## src/hw/rtl/dltq_pkg.sv

```systemverilog
`timescale 1ns / 1ps
package dltq_pkg;

	localparam int SLOTS_DEF = 16;

	localparam logic [1:0] ACT_ADD      = 2'd0;
	localparam logic [1:0] ACT_TICK     = 2'd1;
	localparam logic [1:0] ACT_DISPATCH = 2'd2;

	localparam logic [1:0] ST_OK    = 2'd0;
	localparam logic [1:0] ST_FULL  = 2'd1;
	localparam logic [1:0] ST_EMPTY = 2'd2;

	typedef enum logic [1:0] {
		OP_NONE,
		OP_INS,
		OP_TICK,
		OP_POP
	} op_t;

	// one queue entry; due holds the ticks left counted from now
	typedef struct packed {
		logic        valid;
		logic        rdy;
		logic [7:0]  task_id;
		logic [15:0] period;
		logic [15:0] due;
	} entry_t;

	typedef struct packed {
		op_t         op;
		logic        dec;
		logic [7:0]  task_id;
		logic [15:0] period;
		logic [15:0] delay;
	} cmd_t;

endpackage

```

## src/hw/rtl/dltq_cell.sv

```systemverilog
`timescale 1ns / 1ps
module dltq_cell (
	input  logic              clk,
	input  logic              arst_n,
	input  dltq_pkg::cmd_t    cmd,
	input  dltq_pkg::entry_t  left,
	input  dltq_pkg::entry_t  right,
	input  logic              prev_keep,
	input  logic              prev_rdy,
	output dltq_pkg::entry_t  ent,
	output logic              keep,
	output logic              head_nz
);

	dltq_pkg::entry_t ent_q;
	dltq_pkg::entry_t nxt;
	logic [15:0]      due_dec;

	assign ent     = ent_q;
	assign keep    = ent_q.valid && (ent_q.rdy || ent_q.due <= cmd.delay);
	assign head_nz = ent_q.valid && !ent_q.rdy && prev_rdy && (ent_q.due != 16'd0);
	assign due_dec = ent_q.due - {15'd0, cmd.dec};

	always_comb begin
		nxt = ent_q;
		case (cmd.op)
			dltq_pkg::OP_INS: begin
				if (!keep) begin
					if (prev_keep) begin
						nxt.valid   = 1'b1;
						nxt.rdy     = 1'b0;
						nxt.task_id = cmd.task_id;
						nxt.period  = cmd.period;
						nxt.due     = cmd.delay;
					end else begin
						nxt = left;
					end
				end
			end
			dltq_pkg::OP_TICK: begin
				if (ent_q.valid && !ent_q.rdy) begin
					nxt.due = due_dec;
					nxt.rdy = (due_dec == 16'd0);
				end
			end
			dltq_pkg::OP_POP: nxt = right;
			default: nxt = ent_q;
		endcase
	end

	always_ff @(posedge clk or negedge arst_n) begin
		if (!arst_n) begin
			ent_q <= '0;
		end else begin
			ent_q <= nxt;
		end
	end

endmodule

```

## src/hw/rtl/delta_list_task_timer_queue_top.sv

```systemverilog
`timescale 1ns / 1ps
// Output: the result of each input transaction is registered when it is accepted.
// Throughput: one transaction per cycle unless m_tready holds the output; a dispatch
// of a periodic task then passes S_REINS, which puts the entry back into the cell row.
// Reset: arst_n clears every cell's valid bit, the state machine and the
// output valid flag; the queue is empty afterwards.
module delta_list_task_timer_queue_top #(
	parameter int SLOTS = dltq_pkg::SLOTS_DEF
) (
	input  logic        clk,
	input  logic        arst_n,
	input  logic        s_tvalid,
	output logic        s_tready,
	input  logic [47:0] s_tdata,   // action[1:0], task_id[9:2], delay[25:10], period[41:26]
	output logic        m_tvalid,
	input  logic        m_tready,
	output logic [15:0] m_tdata    // status[1:0], run_valid[2], run_task_id[10:3]
);

	typedef enum logic [1:0] {
		S_IDLE  = 2'b01,
		S_REINS = 2'b10
	} state_t;

	state_t             state_q;
	dltq_pkg::cmd_t     cmd;
	dltq_pkg::entry_t   ent [SLOTS];
	dltq_pkg::entry_t   empty_ent;
	logic [SLOTS-1:0]   keepv;
	logic [SLOTS-1:0]   nzv;
	logic [SLOTS-1:0]   vldv;
	logic [SLOTS-1:0]   rdyv;
	logic               acc;
	logic [1:0]         action;
	logic               full;
	logic               head_rdy;
	logic [1:0]         status;
	logic               run_valid;
	logic               out_valid_q;
	logic [15:0]        out_data_q;
	logic [7:0]         reins_task_q;
	logic [15:0]        reins_period_q;

	assign empty_ent = '0;
	assign action    = s_tdata[1:0];
	assign full      = ent[SLOTS-1].valid;
	assign head_rdy  = ent[0].valid && ent[0].rdy;
	assign s_tready  = (state_q == S_IDLE) && (!out_valid_q || m_tready);
	assign acc       = s_tvalid && s_tready;
	assign m_tvalid  = out_valid_q;
	assign m_tdata   = out_data_q;

	always_comb begin
		cmd.op      = dltq_pkg::OP_NONE;
		cmd.dec     = |nzv;
		cmd.task_id = s_tdata[9:2];
		cmd.period  = s_tdata[41:26];
		cmd.delay   = s_tdata[25:10];
		status      = dltq_pkg::ST_OK;
		run_valid   = 1'b0;
		if (state_q == S_REINS) begin
			cmd.op      = dltq_pkg::OP_INS;
			cmd.task_id = reins_task_q;
			cmd.period  = reins_period_q;
			cmd.delay   = reins_period_q;
		end else if (acc) begin
			case (action)
				dltq_pkg::ACT_ADD: begin
					if (full) status = dltq_pkg::ST_FULL;
					else cmd.op = dltq_pkg::OP_INS;
				end
				dltq_pkg::ACT_TICK: cmd.op = dltq_pkg::OP_TICK;
				dltq_pkg::ACT_DISPATCH: begin
					if (head_rdy) begin
						cmd.op    = dltq_pkg::OP_POP;
						run_valid = 1'b1;
					end else begin
						status = dltq_pkg::ST_EMPTY;
					end
				end
				default: cmd.op = dltq_pkg::OP_NONE;
			endcase
		end
	end

	for (genvar i = 0; i < SLOTS; i++) begin : g_cell
		dltq_pkg::entry_t l_ent, r_ent;
		logic p_keep, p_rdy;
		if (i == 0) begin : g_first
			// the row start acts as a kept entry so an insert can land in cell 0
			assign l_ent  = empty_ent;
			assign p_keep = 1'b1;
			assign p_rdy  = 1'b1;
		end else begin : g_mid
			assign l_ent  = ent[i-1];
			assign p_keep = keepv[i-1];
			assign p_rdy  = ent[i-1].valid && ent[i-1].rdy;
		end
		if (i == SLOTS-1) begin : g_last
			assign r_ent = empty_ent;
		end else begin : g_nlast
			assign r_ent = ent[i+1];
		end
		dltq_cell u_cell (
			.clk       (clk),
			.arst_n    (arst_n),
			.cmd       (cmd),
			.left      (l_ent),
			.right     (r_ent),
			.prev_keep (p_keep),
			.prev_rdy  (p_rdy),
			.ent       (ent[i]),
			.keep      (keepv[i]),
			.head_nz   (nzv[i])
		);
		assign vldv[i] = ent[i].valid;
		assign rdyv[i] = ent[i].valid && ent[i].rdy;
	end

	always_ff @(posedge clk or negedge arst_n) begin
		if (!arst_n) begin
			state_q     <= S_IDLE;
			out_valid_q <= 1'b0;
		end else begin
			if (acc) out_valid_q <= 1'b1;
			else if (m_tready) out_valid_q <= 1'b0;
			if (cmd.op == dltq_pkg::OP_POP && ent[0].period != 16'd0) state_q <= S_REINS;
			else state_q <= S_IDLE;
		end
	end

	always_ff @(posedge clk) begin
		if (acc) out_data_q <= {5'd0, (run_valid ? ent[0].task_id : 8'd0), run_valid, status};
		if (cmd.op == dltq_pkg::OP_POP) begin
			reins_task_q   <= ent[0].task_id;
			reins_period_q <= ent[0].period;
		end
	end

	// occupied cells fill the row from cell 0 without gaps
	a_compact: assert property (@(posedge clk) disable iff (!arst_n)
		(vldv & (vldv + SLOTS'(1))) == '0)
		else $error("cell row has a gap");

	// ready entries always lead the row
	a_rdy_first: assert property (@(posedge clk) disable iff (!arst_n)
		(rdyv & (rdyv + SLOTS'(1))) == '0)
		else $error("ready entry behind a pending one");

	a_reins_src: assert property (@(posedge clk) disable iff (!arst_n)
		state_q == S_REINS |-> $past(cmd.op == dltq_pkg::OP_POP))
		else $error("re-insert without a dispatch");

	a_no_acc_reins: assert property (@(posedge clk) disable iff (!arst_n)
		state_q == S_REINS |-> !s_tready)
		else $error("input taken during re-insert");

endmodule

```

## config.mk

```make
export PLATFORM = sky130hd
export DESIGN_NAME = delta_list_task_timer_queue_top
export DESIGN_NICKNAME = d
export VERILOG_FILES = /design/src/hw/rtl/dltq_pkg.sv /design/src/hw/rtl/dltq_cell.sv /design/src/hw/rtl/delta_list_task_timer_queue_top.sv
export SDC_FILE = /design/constraint.sdc
export NUM_CORES = 2
export LEC_CHECK = 0
export BUFFER_PORTS_ARGS = -buffer_cell sky130_fd_sc_hd__buf_2
export CAP_MARGIN = 25
export CORE_ASPECT_RATIO = 2
export CORE_MARGIN = 2
export CORE_UTILIZATION = 48
export CTS_CLUSTER_SIZE = 28
export DETAILED_ROUTE_END_ITERATION = 8
export GPL_TIMING_DRIVEN = 0
export PLACE_DENSITY = 0.61
export SLEW_MARGIN = 30
export SYNTH_ARGS = -nofsm -noshare
export SYNTH_HDL_FRONTEND = slang
export SYNTH_HIERARCHICAL = 1
export SYNTH_SLANG_ARGS = --single-unit
```

## constraint.sdc

```tcl
create_clock -name clk -period 11.8 [get_ports clk]
set_input_delay 1.18 -clock clk [delete_from_list [all_inputs] [get_ports clk]]
set_output_delay 1.18 -clock clk [all_outputs]
set_load 0.1 [all_outputs]
```

### Word-level counts from Yosys, hierarchy flattened

Index checks and enable logic that the tools add are counted.

* $add $sub $neg: 16
* multipliers: 0
* div/mod/pow operators: 0
* $lt $le $gt $ge: 16
* equality and inequality tests: 39
* shift operators: 0
* muxes and demuxes: 143
* bitwise gates (word level): 0
* reduce and logical (&&, ||, !) cells: 185

Operators by type and width (count)
* $mux W42: 31
* $pmux W16 S3: 16
* $pmux W24 S2: 16
* $reduce_bool A16 Y1: 17
* $le A16 B16 Y1: 16
* $logic_not A16 Y1: 16
* $mux W16: 16
* $sub A16 B1 Y16: 16
* $logic_and A1 B1 Y1: 81
* $pmux W1 S3: 16
* $reduce_and A3 Y1: 16
* $mux W40: 1
* $ne A2 B1 Y1 const B: 16
* $ne A2 B2 Y1 const B: 16
* $pmux W1 S2: 16
* $reduce_and A2 Y1: 16
* $mux W1: 24
* $logic_not A1 Y1: 17
* $logic_or A1 B1 Y1: 17
* $reduce_or A16 Y1: 1
* $mux W2: 5
* $eq A2 B2 Y1 const B: 4
* $eq A2 B1 Y1 const B: 3
* $pmux W2 S3: 1
* other kinds (4): 5

* register bits after elaboration: 710
* bits in latches: 0
* bits in writable memories: 0
* memory bits (read-only): 0
* bits of input ports: 52
* output and inout bits: 18
* logic and storage cells: 486
* memories: 0

### Logic depth before layout (Yosys ltp)

* word-level depth: 9
* depth in mapped cells: 18
* depth with buffers taken out: 15

### By module

Netlist, hierarchy kept.

Modules (own cells, without submodules)
* dltq_cell (g_cell[0].u_cell ...): times used 8, cells an instance 384, area an instance 3435.8 um^2, sequential area each 1051.0 um^2
* dltq_cell (g_cell[3].u_cell ...): times used 6, cells an instance 381, area an instance 3425.8 um^2, sequential area each 1051.0 um^2
* dltq_cell (g_cell[11].u_cell): times used 1, cells an instance 385, area an instance 3573.4 um^2, sequential area each 1051.0 um^2
* dltq_cell (g_cell[9].u_cell): times used 1, cells an instance 432, area an instance 3449.6 um^2, sequential area each 1051.0 um^2
* delta_list_task_timer_queue_top: times used 1, cells an instance 211, area an instance 1960.6 um^2, sequential area each 1127.3 um^2

### Worst setup path after synthesis

OpenSTA, ideal clock, no wires.

* path type: input to register
* start: input m_tready
* end: register g_cell[3].u_cell.ent_q, in the netlist g_cell[3].u_cell/ent[7]
* setup time: 122 ps
* arrival: 5718 ps
* data required time: 11678 ps
* slack: 5960 ps
* cell stages on the path: 8
* buffers on the path: 0
* cells stage by stage: nand2b_1 nand3_1 a21oi_1 nand2b_1 nor2_4 nand2_1 or4_1 a32o_1

RTL lines
* start, declared: line delta_list_task_timer_queue_top.sv:16 `input logic m_tready,`
* end signal, assigned: line dltq_cell.sv:55 `ent_q <= nxt;`
* end, declared: line dltq_cell.sv:15 `dltq_pkg::entry_t ent_q;`

==> flow_summary.toml <==
[worst_setup_path]
timing.critical_path.cells = "nand2b_1 -> clkbuf_1 -> buf_2 -> nand2_1 -> nand2_4 -> buf_12 -> inv_1 -> ha_1 -> nand4_1 -> nor2_1 -> a311oi_1 -> a31oi_1 -> nor2b_1 -> buf_1 -> buf_1 -> mux2i_1 -> o21ai_0 -> mux2_2"
r2r-end = "g_cell[3].u_cell/ent[8]"
slowest_stage_delay_cp_ns = 0.76
r2r_setup_slack_ns = 5.04
required_ns = 12.39
worst-r2r-cell-count = 18
start_kind = "flip-flop"
rr_startpoint = "state_q[0]"
worst-endpoint-arrival_ns = 7.35
timing.critical_path.from = "state_q[0]"
critPathSlowestCell = "buf_1"
worstSetupEndpoint = "g_cell[3].u_cell/ent[8]"
cpMostUsedCell = "buf_1"
crit_path_max_fanout = 20
setup.worst_path.class = "flip-flop to flip-flop"
worstSetupEndpointType = "flip-flop"

[sta]
skew_ns = 0.0256
fin_tns_setup_ns = 0
post-route-period-util_pct = 57.2
fmax_mhz = 148
grt_setup_unrepaired = "no"
period_needed_ns = 6.76
finalSetupViolations = 0
slew_viol_final = 0
slew_headroom_pct = 19.2
final-hold-violation-count = 0
tightest_slew_ns = 1.20

[cts]
cts_num_sinks = 710
post_cts_resize_count = 0
cts-root-to-sink-buffers = 3
cts_hold_buf = 0
h-tree-depth = 3
post-cts-setup-buffers = 0
clkLatencyLatePin_ns = 0.71
cts_tree = "done"
cts_inserted_buffers = 76
worst_setup_hold_path_clk_slew_ns = 0.06
clockRootBuffer = "clkbuf_16"

[layout]
final_core_area_utilization_pct = 53.6
layout-drive-gt1-share_pct = 15.8
postLayoutCellArea_mm2 = 0.0632
finalNetCount = 6991
syn_to_final_growth_pct = 10.8

[power]
power.combinational.fraction_pct = 51.3
netSwitchingFraction_pct = 48.9
vdd_drop_max_uv = 175
pwr_density_mw_per_mm2 = 256
leakage_uw = 0.0268
share_seq_of_total_power_pct = 33.1
pwr-share-clk_pct = 15.6
total_switching_power_uw = 7920
fin_total_pwr_uw = 16200
internal_power_uw = 8290

[run]
drv.max_cap_violation_count = 0

[route]
vias = 53684
drc = 0
post_drt_wl_per_cell_um = 30.4
detail-route-antenna-nets = 0
dr.pass1.iters = 8
detail_route.iter0.violations = 3959
routed_wl_mm = 251
post_drt_via_cell_ratio = 6.51

[die]
dieArea_mm2 = 0.122
core_mm2 = 0.118
ioPinCount = 70
die_width_um = 248
rows = 178
die_height_um = 491
start_util_pct = 48.4

[global_route]
grt_first_pass_wirelength_mm = 367
gr-usage-met3_pct = 8.68
antenna_found_initial = 9
grt_max_degree = 113
gr-max-usage-layer = "met2"
grt.total_usage_pct = 41.1
global_route.usage.met2_pct = 71.7
first_global_vias = 55929
globalRoute.totalOverflow = 0
groute.layer.met1.usage_pct = 36.9

[placement]
finalWeightedCongestion = 1.05
placement.io_buffers = 58
hpwlAfterDp_mm = 192
placed_area_mm2 = 0.0606

[hold_path]
min-delay-path-class = "primary input to asynchronous set/reset pin"

[run_status]
run_status = "finished, final reports clean"

[logic_synthesis]
synth_area_per_cell_um2 = 8.93
number_of_warnings_issued_by_yosys = 6
post_synth_inst_count = 6385
summed_instance_area_of_the_synthesized_netlist_mm2 = 0.0570
## cell usage in the layout, fill, tap and decap left out, types with 131 or more instances in the layout
master and instances:
ha_1 288, nand2_1 729, inv_1 331, buf_2 155, clkbuf_1 233, nor2b_1 192
nor3_1 131, mux2i_1 593, mux2_2 467, nor2_1 223, a21oi_1 256, dfrtp_1 674
o21ai_0 640
## registers in the layout (all words and copies together), names as in the netlist
name and count:
m_tvalid 1, reins_period_q 16, reins_task_q 8, state_q 2, m_tdata 11, g_cell.u_cell/ent 672
## per-stage QoR
| stage | setup WS [ns] | hold slack (ns) | cells |
|---|---|---|---|
| global placement | -6.41 | 0.489 | 8065 |
| CTS | 5.34 | 0.386 | 8236 |
| global route | 4.94 | 0.428 | 8241 |
| finish | 5.04 | 0.382 | 8247 |
| detailed placement | 5.37 | 0.497 | 8100 |
| floorplan | 5.96 | 0.454 | 6477 |
## how the worst min path moves through the flow
stage,start,slack (ns),endpoint
after detailed placement,g_cell[15].u_cell/ent[22],0.50,g_cell[15].u_cell/ent[22]
after global placement,g_cell[0].u_cell/ent[24],0.49,reins_period_q[8]
after global routing,arst_n,0.43,g_cell[4].u_cell/ent[6]
final,arst_n,0.38,g_cell[4].u_cell/ent[6]
after CTS,arst_n,0.39,g_cell[4].u_cell/ent[0]
after floorplan,g_cell[0].u_cell/ent[32],0.45,reins_task_q[0]
## routing by layer
layer,vias up,wire length [um]
met4,2,33700
met1,25647,76100
met3,1496,14600
met2,2701,126000
li1,23838,-
met5,-,13
## final cells by class
class / instances / area (um^2)
buffer: 444 / 2050
timing repair buffer: 96 / 1100
clock buffer: 111 / 2240
tap: 1530 / 1910
antenna: 8 / 20.0
inverter: 331 / 1240
fill: 11182 / 54600
multi-input combinational: 4992 / 36400
sequential: 710 / 17900
clock inverter: 25 / 287
## worst max-delay path, delay by kind of cell, from the launching register on
family	cells	cell delay, ns
buf+inv	6	2.62
compound gates	3	0.81
fa+ha+maj	1	0.29
mux	2	0.99
simple gates	6	1.27
flops	1	0.55
## power groups by stage
stage | logic, uW | clock network, uW | registers (uW)
2_1_floorplan | 5860 | 0 | 4280
3_3_place_gp | 7770 | 0 | 5240
3_5_place_dp | 7990 | 0 | 5280
4_1_cts | 8020 | 2570 | 5230
5_1_grt | 8900 | 2650 | 5440
6_report | 8300 | 2530 | 5370
Power figures use the tool's default switching activity.
